<file path="src/hdl/ccm_pkg.sv">
// Types, constants and helpers shared by the calendar matcher modules.
`default_nettype none

package ccm_pkg;

  localparam int MATCH_W = 16;

  localparam logic CMD_TICK  = 1'b0;
  localparam logic CMD_WRITE = 1'b1;

  localparam logic [13:0] YEAR_RESET = 14'd1970;
  localparam logic [13:0] YEAR_LAST  = 14'd9999;
  localparam logic [3:0]  MONTH_FIRST = 4'd1;
  localparam logic [3:0]  MONTH_LAST  = 4'd12;
  localparam logic [3:0]  MONTH_FEB   = 4'd2;
  localparam logic [3:0]  MONTH_APR   = 4'd4;
  localparam logic [3:0]  MONTH_JUN   = 4'd6;
  localparam logic [3:0]  MONTH_SEP   = 4'd9;
  localparam logic [3:0]  MONTH_NOV   = 4'd11;
  localparam logic [4:0]  DAY_FIRST   = 5'd1;
  localparam logic [4:0]  DAYS_28     = 5'd28;
  localparam logic [4:0]  DAYS_29     = 5'd29;
  localparam logic [4:0]  DAYS_30     = 5'd30;
  localparam logic [4:0]  DAYS_31     = 5'd31;
  localparam logic [4:0]  HOUR_LAST   = 5'd23;
  localparam logic [5:0]  MINUTE_LAST = 6'd59;
  localparam logic [2:0]  WEEKDAY_RESET = 3'd4;
  localparam logic [2:0]  WEEKDAY_LAST  = 3'd6;
  localparam logic [6:0]  MOD100_RESET  = 7'd70;
  localparam logic [6:0]  MOD100_LAST   = 7'd99;
  localparam logic [8:0]  MOD400_RESET  = 9'd370;
  localparam logic [8:0]  MOD400_LAST   = 9'd399;

  typedef struct packed {
    logic        cmd;
    logic [3:0]  row_index;
    logic [59:0] minute_mask;
    logic [23:0] hour_mask;
    logic [30:0] day_mask;
    logic [11:0] month_mask;
    logic [6:0]  weekday_mask;
  } ccm_in_t;

  typedef struct packed {
    logic [13:0] year;
    logic [3:0]  month;
    logic [4:0]  day;
    logic [4:0]  hour;
    logic [5:0]  minute;
    logic [2:0]  weekday;
  } ccm_time_t;

  typedef struct packed {
    logic [13:0]        year;
    logic [3:0]         month;
    logic [4:0]         day;
    logic [4:0]         hour;
    logic [5:0]         minute;
    logic [2:0]         weekday;
    logic [MATCH_W-1:0] match_bits;
  } ccm_out_t;

  function automatic logic [4:0] days_in_month(input logic [3:0] month, input logic leap);
    logic [4:0] days;
    case (month)
      MONTH_FEB: days = leap ? DAYS_29 : DAYS_28;
      MONTH_APR, MONTH_JUN, MONTH_SEP, MONTH_NOV: days = DAYS_30;
      default: days = DAYS_31;
    endcase
    return days;
  endfunction

endpackage

`default_nettype wire

</file>
<file path="src/hdl/ccm_calendar.sv">
// Minute-resolution calendar counter with leap-year tracking and end-of-calendar hold.
`default_nettype none

module ccm_calendar (
  input  wire logic          clk,
  input  wire logic          rst_n,
  input  wire logic          advance,
  output ccm_pkg::ccm_time_t now
);

  logic [13:0] year_r, year_nxt;
  logic [3:0]  month_r, month_nxt;
  logic [4:0]  day_r, day_nxt;
  logic [4:0]  hour_r, hour_nxt;
  logic [5:0]  minute_r, minute_nxt;
  logic [2:0]  weekday_r, weekday_nxt;
  logic [6:0]  mod100_r, mod100_nxt;
  logic [8:0]  mod400_r, mod400_nxt;
  logic        leap;
  logic        at_end;

  assign leap = ((year_r[1:0] == 2'd0) && (mod100_r != 7'd0)) || (mod400_r == 9'd0);

  assign at_end = (year_r == ccm_pkg::YEAR_LAST) && (month_r == ccm_pkg::MONTH_LAST) &&
                  (day_r == ccm_pkg::DAYS_31) && (hour_r == ccm_pkg::HOUR_LAST) &&
                  (minute_r == ccm_pkg::MINUTE_LAST);

  always_comb begin
    year_nxt    = year_r;
    month_nxt   = month_r;
    day_nxt     = day_r;
    hour_nxt    = hour_r;
    minute_nxt  = minute_r;
    weekday_nxt = weekday_r;
    mod100_nxt  = mod100_r;
    mod400_nxt  = mod400_r;
    if (advance && !at_end) begin
      if (minute_r != ccm_pkg::MINUTE_LAST) begin
        minute_nxt = minute_r + 6'd1;
      end else begin
        minute_nxt = 6'd0;
        if (hour_r != ccm_pkg::HOUR_LAST) begin
          hour_nxt = hour_r + 5'd1;
        end else begin
          hour_nxt = 5'd0;
          weekday_nxt = (weekday_r == ccm_pkg::WEEKDAY_LAST) ? 3'd0 : weekday_r + 3'd1;
          if (day_r != ccm_pkg::days_in_month(month_r, leap)) begin
            day_nxt = day_r + 5'd1;
          end else begin
            day_nxt = ccm_pkg::DAY_FIRST;
            if (month_r != ccm_pkg::MONTH_LAST) begin
              month_nxt = month_r + 4'd1;
            end else begin
              month_nxt  = ccm_pkg::MONTH_FIRST;
              year_nxt   = year_r + 14'd1;
              mod100_nxt = (mod100_r == ccm_pkg::MOD100_LAST) ? 7'd0 : mod100_r + 7'd1;
              mod400_nxt = (mod400_r == ccm_pkg::MOD400_LAST) ? 9'd0 : mod400_r + 9'd1;
            end
          end
        end
      end
    end
  end

  always_ff @(posedge clk) begin
    if (!rst_n) begin
      year_r    <= ccm_pkg::YEAR_RESET;
      month_r   <= ccm_pkg::MONTH_FIRST;
      day_r     <= ccm_pkg::DAY_FIRST;
      hour_r    <= 5'd0;
      minute_r  <= 6'd0;
      weekday_r <= ccm_pkg::WEEKDAY_RESET;
      mod100_r  <= ccm_pkg::MOD100_RESET;
      mod400_r  <= ccm_pkg::MOD400_RESET;
    end else begin
      year_r    <= year_nxt;
      month_r   <= month_nxt;
      day_r     <= day_nxt;
      hour_r    <= hour_nxt;
      minute_r  <= minute_nxt;
      weekday_r <= weekday_nxt;
      mod100_r  <= mod100_nxt;
      mod400_r  <= mod400_nxt;
    end
  end

  assign now.year    = year_r;
  assign now.month   = month_r;
  assign now.day     = day_r;
  assign now.hour    = hour_r;
  assign now.minute  = minute_r;
  assign now.weekday = weekday_r;

endmodule

`default_nettype wire

</file>
<file path="config.mk">
export PLATFORM = sky130hd
export DESIGN_NAME = ccm_calendar
export DESIGN_NICKNAME = d
export VERILOG_FILES = /design/src/hdl/ccm_pkg.sv /design/src/hdl/ccm_calendar.sv
export SDC_FILE = /design/constraint.sdc
export NUM_CORES = 1
export LEC_CHECK = 0
export BUFFER_PORTS_ARGS = -buffer_cell sky130_fd_sc_hd__buf_2
export CAP_MARGIN = 30
export CORE_ASPECT_RATIO = 1.5
export CORE_MARGIN = 1.5
export CORE_UTILIZATION = 30
export DETAILED_ROUTE_END_ITERATION = 6
export PLACE_DENSITY = 0.54
export SYNTH_ARGS = -nofsm -noshare
export SYNTH_HDL_FRONTEND = slang
export SYNTH_SLANG_ARGS = --single-unit
</file>
<file path="constraint.sdc">
create_clock -name clk -period 5.5 [get_ports clk]
set_input_delay 0.275 -clock clk [delete_from_list [all_inputs] [get_ports clk]]
set_output_delay 0.275 -clock clk [all_outputs]
set_load 0.01 [all_outputs]
</file>
# After elaboration in Yosys (flattened, before gate mapping)
# Index checks and enable logic that the tools add are counted.
dict set report totals {
  latchBits 0
  romBits 0
  word_cells 65
  ff_bits 53
  ram_bits 0
  out_inout_bits 37
  in_bits 3
  memories 0
}
dict set report op_classes {
  magnitude_cmp 0
  n_mux 12
  shifts 0
  multipliers 0
  add_sub_neg 8
  n_reduce_logical 16
  eq_ne 17
  n_div 0
  n_bitwise 4
}
# op n
set op_table {}
lappend op_table {{5-bit 2-to-1 mux} 5}
lappend op_table {{14-bit by 1-bit adder with 14-bit output, second input constant} 1}
lappend op_table {{14-bit equality test, second input constant} 1}
lappend op_table {{4-bit equality test, second input constant} 3}
lappend op_table {{5-bit by 1-bit adder with 5-bit output, second input constant} 2}
lappend op_table {{5-bit equality test, second input constant} 2}
lappend op_table {{9-bit by 1-bit adder with 9-bit output, second input constant} 1}
lappend op_table {{9-bit equality test, second input constant} 1}
lappend op_table {{9-bit logical NOT} 1}
lappend op_table {{9-bit 2-to-1 mux} 1}
lappend op_table {{4-bit by 3-bit equality test with 1-bit output, second input constant} 2}
lappend op_table {{7-bit by 1-bit adder with 7-bit output, second input constant} 1}
lappend op_table {{7-bit equality test, second input constant} 1}
lappend op_table {{7-bit 2-to-1 mux} 1}
lappend op_table {{7-bit nonzero test} 1}
lappend op_table {{6-bit by 1-bit adder with 6-bit output, second input constant} 1}
lappend op_table {{6-bit equality test, second input constant} 1}
lappend op_table {{1-bit logical AND} 6}
lappend op_table {{6-bit 2-to-1 mux} 1}
lappend op_table {{6-bit inequality test, second input constant} 1}
lappend op_table {{5-bit inequality test} 1}
lappend op_table {{5-bit inequality test, second input constant} 1}
lappend op_table {{5-bit AND reduction} 1}
lappend op_table {{4-bit by 1-bit adder with 4-bit output, second input constant} 1}
lappend op_table {{other kinds (16)} 19}

# Depth between registers and ports, before layout
dict set report depth {
  word_depth 11
  depth_mapped 11
}

# Worst setup path before layout
# No wires, ideal clock.
dict set report synth_path {
  kind {register to register}
  startpoint {reg day_r[0]}
  endpoint {reg year_r[11]}
  setup_slack_ns 2.793
  setup_ns 0.070
  period_less_slack_ns 2.707
  t_arrival_ns 2.637
  path_stages_with_launch 11
  cell_sequence {dfxtp_1 > ha_1 > and3_1 > ha_1 > nor4bb_1 > and3_1 > buf_2 > a2111oi_2 > nand2b_1 > or4_1 > a21oi_1}
}
dict set report synth_between {
  elab_chain_cells 7
  elab_cells_between_ends 9
  classes_between {2 x eq/ne; 1 x bitwise; 6 x reduce/logical}
}
# item line
set synth_rtl {}
lappend synth_rtl {{from (decl)} ccm_calendar.sv:13} ;# logic [4:0] day_r, day_nxt;
lappend synth_rtl {{from (signal assigned)} ccm_calendar.sv:69} ;# day_r <= ccm_pkg::DAY_FIRST;
lappend synth_rtl {{from (signal assigned)} ccm_calendar.sv:78} ;# day_r <= day_nxt;
lappend synth_rtl {{5-bit equality test} ccm_calendar.sv:25} ;# (day_r == ccm_pkg::DAYS_31) && (hour_r == ccm_pkg::HOUR_LAST) &&
lappend synth_rtl {{1-bit logical AND} ccm_calendar.sv:24} ;# assign at_end = (year_r == ccm_pkg::YEAR_LAST) && (month_r == ccm_pkg::MONTH_LAST) &&
lappend synth_rtl {{1-bit logical AND (2 in a row)} ccm_calendar.sv:25}
lappend synth_rtl {{1-bit logical NOT} ccm_calendar.sv:37} ;# if (advance && !at_end) begin
lappend synth_rtl {{1-bit logical AND} ccm_calendar.sv:37}
lappend synth_rtl {{5-bit AND reduction (no line) (*)} n/a}
lappend synth_rtl {{to (signal assigned)} ccm_calendar.sv:67} ;# year_r <= ccm_pkg::YEAR_RESET;
lappend synth_rtl {{to (signal assigned)} ccm_calendar.sv:76} ;# year_r <= year_nxt;
lappend synth_rtl {{to (decl)} ccm_calendar.sv:11} ;# logic [13:0] year_r, year_nxt;
# Mark *: on every way between the ends. The rest lies on a longest branch, timed or not.
# A chain may end at the register's enable or synchronous reset.

# Worst setup path in the final report
dict set report layout_path {
  startpoint {reg day_r[0]}
  endpoint {reg year_r[12]}
}
# Same word-level chain as after synthesis.

==> summary.md <==
| Metric | Value |
|---|---|
| Routed Antenna Nets | `0` |
| Number of max-cap violations | `0` |
| Max Clk Rate | `308 MHz` |
| Post-route design area | `0.00335 mm2` |
| Num CTS Buffers | `5` |
| Hold Crit Start | `advance` |
| DIE AREA | `about 0.010 mm2` |
| Drt total wl | `between 7 and 8 mm` |
| Setup Fix Bufs, Post-CTS | `0` |
| Mapped Nets | `between 300 and 400` |
| Worst rel slew slack | `0.414` |
| Slew Viols, Final | `0` |
| R2R depth | `9` |
| P&R area growth vs syn | `14.0%` |
| CP required | `roughly 5.7 ns` |
| Crit path largest cell delay | `approximately 0.73 ns` |
| Routed wire per std cell | `15.3 um` |
| Most frequent cells in the layout | `dfxtp_1 (53), nand3_1 (40), buf_2 (39)` |
| Worst-Margin Slew | `0.879 ns` |
| Crit Path Category | `flop to flop` |
| Static Leak | `around 1.2 nW` |
| Clock Path Buffers | `2` |
| Status | `completed` |
| Drt first-iter violations | `between 70 and 80` |
| Final setup TNS | `0 ns` |
| Fin Clk Skew | `approximately 0.0058 ns` |
| PwrDens | `217 mW/mm2` |
| I/O pins | `40` |
| Core box area | `about 0.0096 mm2` |
| I/O Buffers | `39` |
| Hold Crit Class | `primary input to flop` |
| Fin util | `0.349` |
| FF/Latch Area | `0.00106 mm2` |
| Final worst setup slack | `2.25 ns` |
| Worst hold stages | `4` |
| Row cnt | `44` |
| Vias in the first global route | `2524` |
| Most common cell after layout, fill and taps aside | `dfxtp_1` |
| Avg Cell Area, Syn | `8.32 um2` |
| Share of cells above drive strength 1 | `0.149` |
| CTS tree | `built` |
| Post-synth EDFFs | `0` |
| Placer Congestion | `just under 0.8` |
| Critical-path top delay cell | `a21oi_1` |
| Sequential area share after synthesis | `0.361` |
| FF-to-FF Start | `day_r[0]$_SDFFE_PN1P_` |
| Root Buffer | `clkbuf_16` |
| Antenna Cells | `0` |
| Total Nets Final | `399` |
| Crit path launch type | `flop` |
| Mapped cell area | `0.00294 mm2` |
| Fin. Hold Viols | `0` |
| First-pass GRT wire length | `12.6 mm` |
| Unique cell type count in the Yosys netlist | `55` |
| Worst-path clk slew | `0.07 ns` |
| Final-layout fill cell count | `1020` |
| Die H | `approximately 120 um` |
| Crit-path cells | `ha_1, and3_1, ha_1, nor4bb_1, and3_1, a21oi_1, nand2_1, or4_1, a21oi_1` |
| Post-CTS Hold Fix Bufs | `0` |
| Post-synth ARST share | `0` |
| Die W | `between 80 and 90 um` |
| Post-CTS resize count | `0` |
| All-Layer GR Usage | `0.150` |
| Grt total ovfl | `0` |
| Starting Density | `0.306` |
| DRC | `0` |
| DP HPWL | `between 5 and 6 mm` |
| Final setup fails | `0` |
| Pre-CTS setup slack | `2.28 ns` |
| Routed vias/inst | `~5.6` |
| Area of the multi-input gates | `around 0.0017 mm2` |
| Pre-antenna DRT Iters | `4` |
| Tmin final | `3.25 ns` |
| Final worst-path cycle share | `0.591` |
| Crit path capture type | `flop` |
| Largest net degree at the start of global routing | `48` |
| CP Data Arrival Time | `3.48 ns` |
| Sink Count | `53` |
| Peak supply drop | `0.139 mV` |
| Synth Instances | `353` |
| Initial antenna violation count | `0` |
| H-tree depth reported by CTS | `2` |
| Most used DFF post-synth | `dfxtp_1` |
| Critical Path Fanout Max | `12` |
| YS warnings | `0` |
| Area after DPL | `about 0.0032 mm2` |
| Total power | `~0.00073 W` |
| RSZ-0062 raised after global routing | `false` |
| Worst setup path start | `day_r[0]$_SDFFE_PN1P_` |
| Latest clock arrival within the worst-skew pair | `0.30 ns` |
| Synthesized flop and latch total | `53` |
| Routed vias | `approximately 2800` |
==> sequential cells by signal, indices dropped and copies added, names as in the netlist <==
register   flops
minute_r       6
weekday_r      3
day_r          5
hour_r         5
month_r        4
year_r        14
mod400_r       9
mod100_r       7
==> Yosys cell counts, types with 2 or more instances <==
cell / number / share of area
mux2i_1: 6 / 0.020
buf_6: 2 / 0.0077
o21ai_0: 17 / 0.029
or3_1: 6 / 0.013
and3_1: 8 / 0.017
and4b_1: 2 / 0.0068
nand2b_1: 5 / 0.011
clkbuf_1: 14 / 0.018
nor4_1: 4 / 0.0085
nand3_1: 40 / 0.068
xor2_1: 3 / 0.0090
nand2_1: 23 / 0.029
nor3_1: 6 / 0.010
o311ai_0: 3 / 0.0090
a31oi_1: 9 / 0.019
xnor2_1: 2 / 0.0060
o211ai_1: 7 / 0.018
buf_2: 4 / 0.0068
o31a_1: 2 / 0.0060
inv_1: 15 / 0.019
o31ai_1: 14 / 0.036
a311oi_1: 2 / 0.0060
a21oi_1: 20 / 0.034
or4_1: 13 / 0.033
o21a_1: 2 / 0.0051
dfxtp_1: 53 / 0.36
o41ai_1: 2 / 0.0060
nand4b_1: 3 / 0.0090
o221a_2: 2 / 0.0077
nor2_1: 20 / 0.026
ha_1: 14 / 0.060
and4_1: 2 / 0.0060
nand4_1: 6 / 0.013
==> power breakdown <==
| group | internal [W] | switching [W] |
|---|---|---|
| registers | 0.000386 | 0.00000286 |
| clock network | 0.000169 | 0.000149 |
| logic | 0.00000636 | 0.0000132 |
==> through the flow <==
step	hold WS [ns]	cells
2_1_floorplan	0.427	353
3_3_place_gp	0.477	490
3_5_place_dp	0.483	490
4_1_cts	0.361	498
5_1_grt	0.407	498
6_report	0.365	498
==> cell type report <==
type / count / share of cell area
Inverter: 16 / 0.0180
Sequential cell: 53 / 0.317
Multi-Input combinational cell: 264 / 0.514
Timing Repair Buffer: 42 / 0.0651
Tap cell: 115 / 0.0430
Clock buffer: 6 / 0.0385
Clock inverter: 2 / 0.00449
==> final timing paths <==
path,endpoint,slack (ns)
max,year_r[12]$_SDFFE_PN0P_,2.25
min,minute_r[2]$_SDFFE_PN0P_,0.36
max reg2reg,year_r[12]$_SDFFE_PN0P_,2.25
min reg2reg,mod400_r[7]$_SDFFE_PN0P_,0.49
==> routing by layer <==
metal / share of wire / track usage
met4: 0.021 / 0.0594
met5: 0 / 0
met3: 0.034 / 0.0265
met1: 0.46 / 0.185
met2: 0.49 / 0.260
==> cell families (layout without fill, tap and decap cells) <==
group / after synthesis / count (layout) / share of synthesized area
AOI/OAI and AO/OA: 91 / 91 / 0.212
and+or+nand+nor: 147 / 147 / 0.275
buffers and inverters: 36 / 66 / 0.0529
xor gates and xnor gates: 5 / 5 / 0.0149
adders and majority gates: 14 / 14 / 0.0597
muxes: 7 / 7 / 0.0243
DFF: 53 / 53 / 0.361
==> critical path, delay by kind of cell, from the launching register on <==
kind            cells  cell delay, ns
flops               1            0.38
simple gates        5            1.51
compound gates      2            0.87
fa+ha+maj           2            0.43
Power figures use the tool's default switching activity.
